<file path="config.mk">
export PLATFORM = sky130hd
export DESIGN_NAME = sorted_priority_queue_flat
export DESIGN_NICKNAME = d
export VERILOG_FILES = /design/src/spq_pkg.sv /design/src/spq_if.sv /design/src/spq_cell.sv /design/src/sorted_priority_queue.sv /design/src/flat_wrapper.sv
export VERILOG_INCLUDE_DIRS = /design/src /design/src/src
export SDC_FILE = /design/constraint.sdc
export NUM_CORES = 2
export LEC_CHECK = 0
export ABC_AREA = 1
export BUFFER_PORTS_ARGS = -buffer_cell sky130_fd_sc_hd__buf_4
export CAP_MARGIN = 25
export CORE_AREA = 2 2 319 479
export DETAILED_ROUTE_END_ITERATION = 8
export DIE_AREA = 0 0 321 481
export GPL_ROUTABILITY_DRIVEN = 0
export GPL_TIMING_DRIVEN = 0
export PLACE_DENSITY = 0.45
export SLEW_MARGIN = 10
export SYNTH_ARGS = -nofsm -noshare
export SYNTH_HDL_FRONTEND = slang
export SYNTH_SLANG_ARGS = --single-unit
export TNS_END_PERCENT = 50
</file>
<file path="constraint.sdc">
create_clock -name clk -period 19.7 [get_ports clk]
set_input_delay 0.985 -clock clk [delete_from_list [all_inputs] [get_ports clk]]
set_output_delay 0.985 -clock clk [all_outputs]
set_load 0.01 [all_outputs]
</file>
<file path="src/assert_macros.svh">
// Assertion helpers shared by the RTL. Each one checks at every rising clk
// edge and is held off while rst_n is low.
`ifndef ASSERT_MACROS_SVH
`define ASSERT_MACROS_SVH

// Same-cycle implication.
`define SPQ_ASSERT_NOW(label, ante, cons, msg) \
  label: assert property (@(posedge clk) disable iff (!rst_n) (ante) |-> (cons)) \
    else $error(msg);

// Implication checked in the following cycle.
`define SPQ_ASSERT_NEXT(label, ante, cons, msg) \
  label: assert property (@(posedge clk) disable iff (!rst_n) (ante) |=> (cons)) \
    else $error(msg);

`endif

</file>
<file path="src/spq_pkg.sv">
package spq_pkg;

  localparam int unsigned DEF_QUEUE_DEPTH = 16;

  localparam int unsigned VAL_W   = 32;
  localparam int unsigned PRI_W   = 16;
  localparam int unsigned ST_W    = 2;
  localparam int unsigned COUNT_W = 5;

  // request codes
  localparam logic REQ_INSERT = 1'b0;
  localparam logic REQ_REMOVE = 1'b1;

  // status codes
  localparam logic [ST_W-1:0] ST_OK        = 2'd0;
  localparam logic [ST_W-1:0] ST_OVERFLOW  = 2'd1;
  localparam logic [ST_W-1:0] ST_UNDERFLOW = 2'd2;

  typedef struct packed {
    logic signed [VAL_W-1:0] value;
    logic signed [PRI_W-1:0] priority_v;
  } spq_entry_t;

  // broadcast to every cell for the current word
  typedef struct packed {
    logic       ins;
    logic       rem;
    spq_entry_t entry;
  } spq_op_t;

endpackage

</file>
<file path="src/spq_if.sv">
interface spq_req_if import spq_pkg::*; ();
  logic                    valid;
  logic                    ready;
  logic                    req_type;
  logic signed [VAL_W-1:0] item_value;
  logic signed [PRI_W-1:0] item_priority;

  modport source (output valid, req_type, item_value, item_priority, input ready);
  modport sink   (input valid, req_type, item_value, item_priority, output ready);
endinterface

interface spq_rsp_if import spq_pkg::*; ();
  logic                    valid;
  logic                    ready;
  logic signed [VAL_W-1:0] out_value;
  logic signed [PRI_W-1:0] out_priority;
  logic [ST_W-1:0]         status;
  logic [COUNT_W-1:0]      entry_count;
  logic                    queue_empty;

  modport source (output valid, out_value, out_priority, status, entry_count, queue_empty,
                  input ready);
  modport sink   (input valid, out_value, out_priority, status, entry_count, queue_empty,
                  output ready);
endinterface

</file>
<file path="src/spq_cell.sv">
module spq_cell import spq_pkg::*; (
  input  logic       clk,
  input  spq_op_t    op,
  input  logic       occ,          // slot holds a live entry
  input  logic       left_higher,  // left neighbor stays put on insert
  input  spq_entry_t left_entry,
  input  spq_entry_t right_entry,
  output spq_entry_t entry,
  output logic       higher
);

  spq_entry_t entry_r;
  spq_entry_t entry_nxt;

  assign higher = occ && (entry_r.priority_v > op.entry.priority_v);
  assign entry  = entry_r;

  always_comb begin
    entry_nxt = entry_r;
    if (op.ins) begin
      if (higher) begin
        entry_nxt = entry_r;
      end else if (left_higher) begin
        entry_nxt = op.entry;
      end else begin
        entry_nxt = left_entry;
      end
    end else if (op.rem) begin
      entry_nxt = right_entry;
    end
  end

  always_ff @(posedge clk) begin
    entry_r <= entry_nxt;
  end

endmodule

</file>
<file path="src/sorted_priority_queue.sv">
// Sorted priority queue, QUEUE_DEPTH entries, highest priority at the head.
//
// in_req  : request words. req_type selects insert (item_value, item_priority)
//           or remove of the head entry. Taken when valid and ready are high.
// out_rsp : one response word per request: removed value and priority (zero
//           on insert or underflow), status (ok / overflow / underflow), the
//           entry count after the request and an empty flag.
//
// The store is a row of identical cells. On each request every cell compares
// its priority with the new one in parallel and either keeps its entry, takes
// the new one, or takes a neighbor's, so the whole row shifts together.
// Equal priorities land ahead of older entries (newest first).
//
// A response is registered and appears in the cycle after its request is accepted.
// Throughput: one request per cycle, set by the cell update and the one-word
// output register. in_req.ready stays high while the output register is empty
// or being drained, so a stalled receiver holds back the requester only once a
// finished response is waiting.
// Reset (synchronous, rst_n low): count goes to zero and the output register
// empties; cell contents are left as they are and are never read until written.
module sorted_priority_queue import spq_pkg::*; #(
  parameter int unsigned QUEUE_DEPTH = DEF_QUEUE_DEPTH
) (
  input  logic      clk,
  input  logic      rst_n,
  spq_req_if.sink   in_req,
  spq_rsp_if.source out_rsp
);

`include "assert_macros.svh"

  localparam int unsigned CW = $clog2(QUEUE_DEPTH + 1);

  logic [CW-1:0] count_r;
  logic [CW-1:0] count_nxt;

  logic accept;
  logic full;
  logic empty;
  spq_op_t op;

  spq_entry_t entries [QUEUE_DEPTH];
  logic [QUEUE_DEPTH-1:0] higher;
  logic [QUEUE_DEPTH-1:0] occ;

  // output register
  logic                    out_valid_r;
  logic signed [VAL_W-1:0] out_value_r;
  logic signed [PRI_W-1:0] out_priority_r;
  logic [ST_W-1:0]         status_r;
  logic [COUNT_W-1:0]      entry_count_r;
  logic                    queue_empty_r;
  logic [ST_W-1:0]         status_nxt;
  logic [31:0]             count_ext;

  assign in_req.ready = !out_valid_r || out_rsp.ready;
  assign accept       = in_req.valid && in_req.ready;

  assign full  = (count_r == CW'(QUEUE_DEPTH));
  assign empty = (count_r == '0);

  assign op.ins              = accept && (in_req.req_type == REQ_INSERT) && !full;
  assign op.rem              = accept && (in_req.req_type == REQ_REMOVE) && !empty;
  assign op.entry.value      = in_req.item_value;
  assign op.entry.priority_v = in_req.item_priority;

  always_comb begin
    count_nxt = count_r;
    if (op.ins) begin
      count_nxt = count_r + CW'(1);
    end else if (op.rem) begin
      count_nxt = count_r - CW'(1);
    end
  end

  always_comb begin
    status_nxt = ST_OK;
    if (in_req.req_type == REQ_INSERT) begin
      if (full) begin
        status_nxt = ST_OVERFLOW;
      end
    end else if (empty) begin
      status_nxt = ST_UNDERFLOW;
    end
  end

  // entry_count carries only the low bits when the depth outgrows the field
  assign count_ext = 32'(count_nxt);

  // the cell row; slot 0 is the head
  for (genvar i = 0; i < QUEUE_DEPTH; i++) begin : g_cell
    spq_entry_t left_e;
    spq_entry_t right_e;
    logic       left_hi;

    assign occ[i] = (count_r > CW'(i));

    if (i == 0) begin : g_head
      assign left_e  = op.entry;
      assign left_hi = 1'b1;
    end else begin : g_body
      assign left_e  = entries[i-1];
      assign left_hi = higher[i-1];
    end

    if (i == QUEUE_DEPTH - 1) begin : g_tail
      assign right_e = op.entry;   // shifted into a slot that is no longer live
    end else begin : g_mid
      assign right_e = entries[i+1];
    end

    spq_cell u_cell (
      .clk         (clk),
      .op          (op),
      .occ         (occ[i]),
      .left_higher (left_hi),
      .left_entry  (left_e),
      .right_entry (right_e),
      .entry       (entries[i]),
      .higher      (higher[i])
    );
  end

  always_ff @(posedge clk) begin
    if (!rst_n) begin
      count_r     <= '0;
      out_valid_r <= 1'b0;
    end else begin
      count_r <= count_nxt;
      if (accept) begin
        out_valid_r <= 1'b1;
      end else if (out_rsp.ready) begin
        out_valid_r <= 1'b0;
      end
    end
  end

  always_ff @(posedge clk) begin
    if (accept) begin
      out_value_r    <= op.rem ? entries[0].value      : '0;
      out_priority_r <= op.rem ? entries[0].priority_v : '0;
      status_r       <= status_nxt;
      entry_count_r  <= count_ext[COUNT_W-1:0];
      queue_empty_r  <= (count_nxt == '0);
    end
  end

  assign out_rsp.valid        = out_valid_r;
  assign out_rsp.out_value    = out_value_r;
  assign out_rsp.out_priority = out_priority_r;
  assign out_rsp.status       = status_r;
  assign out_rsp.entry_count  = entry_count_r;
  assign out_rsp.queue_empty  = queue_empty_r;

  // checks
  `SPQ_ASSERT_NOW(a_count_bound, 1'b1, count_r <= CW'(QUEUE_DEPTH), "count above depth")
  `SPQ_ASSERT_NEXT(a_full_holds, accept && full && (in_req.req_type == REQ_INSERT),
                   $stable(count_r), "rejected insert changed the count")
  `SPQ_ASSERT_NOW(a_head_order, occ[1],
                  entries[0].priority_v >= entries[1].priority_v, "head out of order")
  `SPQ_ASSERT_NOW(a_underflow_empty, out_valid_r && (status_r == ST_UNDERFLOW),
                  queue_empty_r && (out_value_r == '0), "underflow word not empty")

endmodule

</file>
<file path="src/flat_wrapper.sv">
// flat-port wrapper written by rule: the top's interface ports become plain ports
module sorted_priority_queue_flat import spq_pkg::*;
#(
  parameter int unsigned QUEUE_DEPTH = DEF_QUEUE_DEPTH
)
  (clk, rst_n, in_req_valid, in_req_req_type, in_req_item_value, in_req_item_priority, in_req_ready, out_rsp_valid, out_rsp_out_value, out_rsp_out_priority, out_rsp_status, out_rsp_entry_count, out_rsp_queue_empty, out_rsp_ready);
  spq_req_if in_req_i ();
  spq_rsp_if out_rsp_i ();
  input  logic clk;
  input  logic rst_n;
  input wire logic [$bits(in_req_i.valid)-1:0] in_req_valid;
  input wire logic [$bits(in_req_i.req_type)-1:0] in_req_req_type;
  input wire logic [$bits(in_req_i.item_value)-1:0] in_req_item_value;
  input wire logic [$bits(in_req_i.item_priority)-1:0] in_req_item_priority;
  output wire logic [$bits(in_req_i.ready)-1:0] in_req_ready;
  output wire logic [$bits(out_rsp_i.valid)-1:0] out_rsp_valid;
  output wire logic [$bits(out_rsp_i.out_value)-1:0] out_rsp_out_value;
  output wire logic [$bits(out_rsp_i.out_priority)-1:0] out_rsp_out_priority;
  output wire logic [$bits(out_rsp_i.status)-1:0] out_rsp_status;
  output wire logic [$bits(out_rsp_i.entry_count)-1:0] out_rsp_entry_count;
  output wire logic [$bits(out_rsp_i.queue_empty)-1:0] out_rsp_queue_empty;
  input wire logic [$bits(out_rsp_i.ready)-1:0] out_rsp_ready;
  assign in_req_i.valid = in_req_valid;
  assign in_req_i.req_type = in_req_req_type;
  assign in_req_i.item_value = in_req_item_value;
  assign in_req_i.item_priority = in_req_item_priority;
  assign in_req_ready = in_req_i.ready;
  assign out_rsp_valid = out_rsp_i.valid;
  assign out_rsp_out_value = out_rsp_i.out_value;
  assign out_rsp_out_priority = out_rsp_i.out_priority;
  assign out_rsp_status = out_rsp_i.status;
  assign out_rsp_entry_count = out_rsp_i.entry_count;
  assign out_rsp_queue_empty = out_rsp_i.queue_empty;
  assign out_rsp_i.ready = out_rsp_ready;
  sorted_priority_queue #(.QUEUE_DEPTH(QUEUE_DEPTH)) u_core (.clk(clk), .rst_n(rst_n), .in_req(in_req_i), .out_rsp(out_rsp_i));
endmodule
</file>
==> impl_metrics.tcl <==
set metrics [dict create \
    outcome "completed" \
    rr_endpoint "u_core.g_cell[8].u_cell.entry[13]$_DFFE_PP_" \
    critPathMaxFanout 29 \
    seqCellArea_mm2 0.02486 \
    cts.clk_slew.worst_paths_ns 0.06 \
    numCtsBuffers 93 \
    fin_skew_ns 0.02740 \
    die_area_mm2 0.1544 \
    maxCapViolCount 0 \
    drtIter0Drc 2454 \
    rsz0062_at_grt "no" \
    drc 0 \
    hold_buffers 0 \
    grt_first_pass_wirelength_mm 263.1 \
    crit_buf_inv 6 \
    r2r-start "u_core.g_cell[8].u_cell.entry[15]$_DFFE_PP_" \
    drive_above_1_share_pct 7.740 \
    die_w_um 321 \
    num_rows 175 \
    crit_top_cell "nand2_1" \
    cp_slowest_stage_delay_ns 0.72 \
    crit_path_end_kind "register" \
    cts-root-buf "clkbuf_16" \
    port_buffers 110 \
    layout_min_cycle_time_ns 4.819 \
    tns_ns 0 \
    power.leakage_uw 0.02820 \
    avgSynthCellArea_um2 7.784 \
    ys_ff_latch 830 \
    critPathArrivalTime_ns 5.22 \
    synth_ff_type "edfxtp_1" \
    clock_path_buffers 3 \
    place_area_mm2 0.05598 \
    final_common_cell "nand2_1" \
    critPathRequiredTime_ns 20.10 \
    synth_area_mm2 0.05226 \
    hold_end "u_core.g_cell[14].u_cell.entry[29]$_DFFE_PP_" \
    coreArea_mm2 0.1506 \
    hold_class "reg -> reg" \
    crit_family "buffers and inverters" \
    area_growth_pct 12.38 \
    cp-start-kind "primary input" \
    htreeDepth 3 \
    finalSetupViolCount 0 \
    routed_via_density 4.688 \
    hp-start "u_core.g_cell[15].u_cell.entry[29]$_DFFE_PP_" \
    num_vias 41960 \
    clkSinkCount 830 \
    worst_pin_slew_ns 1.059 \
    grt_pass1_vias 45010 \
    layout_common_cells "2,436 x nand2_1, 1,387 x nand3_1, 833 x inv_1" \
    cts_resized 0 \
    crit_chain "buf_4 > inv_1 > clkbuf_2 > ha_1 > nand2_1 > nand2_1 > nand3_1 > nand2_1 > a21oi_1 > nand3_1 > nand3_1 > buf_2 > buf_2 > nand2_1 > nand2_2 > buf_12" \
    fillers 16020 \
    r2r_cells 14 \
    ant_nets 0 \
    power.density_mw_per_mm2 96.96 \
    hold_viol_final 0 \
    path_class "in -> reg" \
    ys_warn_count 0 \
    num-nets-final 7252 \
    period_share_pct 24.46 \
    grt_max_degree 30 \
    fmax_mhz 207.5 \
    slowest_stage "clkbuf_2" \
    reg2reg_setup_slack_ns 15.91 \
    stdcell_area_mm2 0.05873 \
    synth_cells 6714 \
    synth_nets 7028 \
    die_h_um 481 \
    pin_count 111 \
    seq_area_frac_synth_pct 47.58 \
    hold_depth 2 \
    cts_setup_buffers 0 \
    multi_input_area_mm2 0.02211 \
    insertion_delay_ns 0.72 \
    place.detailed.hpwl_mm 144.9 \
    async_flop_share_pct 0 \
    synth_cell_types 41 \
    routed_wl_mm 173.7 \
    drv_slew 0 \
    routedWlPerCell_um 19.41 \
    synth-edff-count 824 \
    dr.pass1.iters 6 \
    ir_drop_uv 87.59 \
    tritoncts "done" \
    antenna_found_initial 3 \
    grt_use_total_pct 22.47 \
    overflow 0 \
    max_slew_margin_pct 29.05 \
    start_util_pct 34.69 \
]
[synthesized netlist by cell type, types with 2 or more instances]
master       n  area [um^2]
a21boi_0     5        37.54
a21boi_1     6        45.04
a21o_1       2        15.01
a21oi_1    112        560.5
a21oi_2      7        61.31
a31oi_1      7        43.79
a31oi_4      2        42.54
buf_1       43        161.4
buf_2      159        795.8
buf_4       40        300.3
buf_6       21        236.5
clkbuf_1   186        698.2
dfxtp_1      6        120.1
edfxtp_1   824        24740
ha_1       261         3266
inv_1      833         3127
inv_2        7        26.28
nand2_1   2451         9200
nand2_2      6        37.54
nand3_1   1387         6942
nand3_2      6        60.06
nand4_1     86        538.0
nor2_1     132        495.5
nor2_2      11        68.82
nor2_4       2        22.52
nor3_1       2        10.01
o21a_1       2        15.01
o21ai_0     88        440.4
o21ai_1      3        15.01
o21bai_1     5        37.54
xor2_1       2        17.52
[power breakdown]
group          switching [uW]  internal, uW  total, uW
Clock                     758           908       1670
Combinational            1110           493       1600
Sequential                127          2300       2430
Total                    1990          3700       5690
[per-layer routing]
layer	global-route usage [%]	share of wire (%)
met5	0	0
met4	9.256	4.0
met3	2.011	3.4
met2	42.82	53
met1	25.40	40
[tightest hold or removal path, cell delays in order, from the launching register on]
cell and delay [ns]:
edfxtp_1 0.31, nand2_1 0.05, nand2_1 0.05
[worst max-delay path by stage]
stage                                         from                                           end  slack (ns)  depth (start not counted)
after floorplan                       in_req_valid   u_core.g_cell[15].u_cell.entry[0]$_DFFE_PP_       10.95                          7
after global placement                in_req_valid  u_core.g_cell[15].u_cell.entry[31]$_DFFE_PP_        6.66                          7
final                      in_req_item_priority[9]   u_core.g_cell[12].u_cell.entry[9]$_DFFE_PP_       14.88                         16
after CTS                 in_req_item_priority[11]   u_core.g_cell[0].u_cell.entry[16]$_DFFE_PP_       14.86                         15
after global routing       in_req_item_priority[9]   u_core.g_cell[0].u_cell.entry[16]$_DFFE_PP_       14.65                         15
after detailed placement   in_req_item_priority[9]   u_core.g_cell[0].u_cell.entry[11]$_DFFE_PP_       14.10                         15
[metrics by stage]
stage	hold WS (ns)	util [%]	instances	worst slack, ns	total power (uW)
final	0.5138	38.99	8951	14.88	5694
after global routing	0.5278	38.99	8951	14.65	6041
after CTS	0.4733	38.99	8950	14.86	5770
after detailed placement	0.5022	37.16	8790	14.10	4083
after global placement	0.4931	36.86	8771	6.660	4039
after floorplan	0.4947	-	6714	10.95	3526
[layout make-up]
type                    instances  share of cell area [%]
clock buffers                 120                   4.208
repair buffers                129                   2.045
inverters                     841                   5.375
multi-input cells            4594                   37.64
well taps                    1947                   4.148
clock inverters                40                  0.4772
diodes                          1                0.004261
plain buffers                 449                   3.764
flip-flops and latches        830                   42.33
[kinds of logic (layout without fill, tap and decap cells)]
group                      count (synthesis)  count (layout)  share of synthesized area (%)
AOI/OAI and AO/OA                        245             245                          2.619
xor gates and xnor gates                   3               3                        0.05029
adders and majority gates                261             261                          6.249
buffers and inverters                   1290            1579                          10.23
DFF                                      830             830                          47.58
other                                      0               1                              0
and+or+nand+nor                         4085            4085                          33.27
[sequential cells by signal, summed over array words and instances, names as in the netlist]
register	count
u_core.out_rsp.valid	1
u_core.out_rsp.entry_count	5
u_core.out_rsp.out_value	32
u_core.count_r	5
u_core.g_cell.u_cell.entry	768
u_core.out_rsp.queue_empty	1
u_core.out_rsp.out_priority	16
u_core.out_rsp.status	2
No activity file was read; power rests on OpenSTA's default activity.
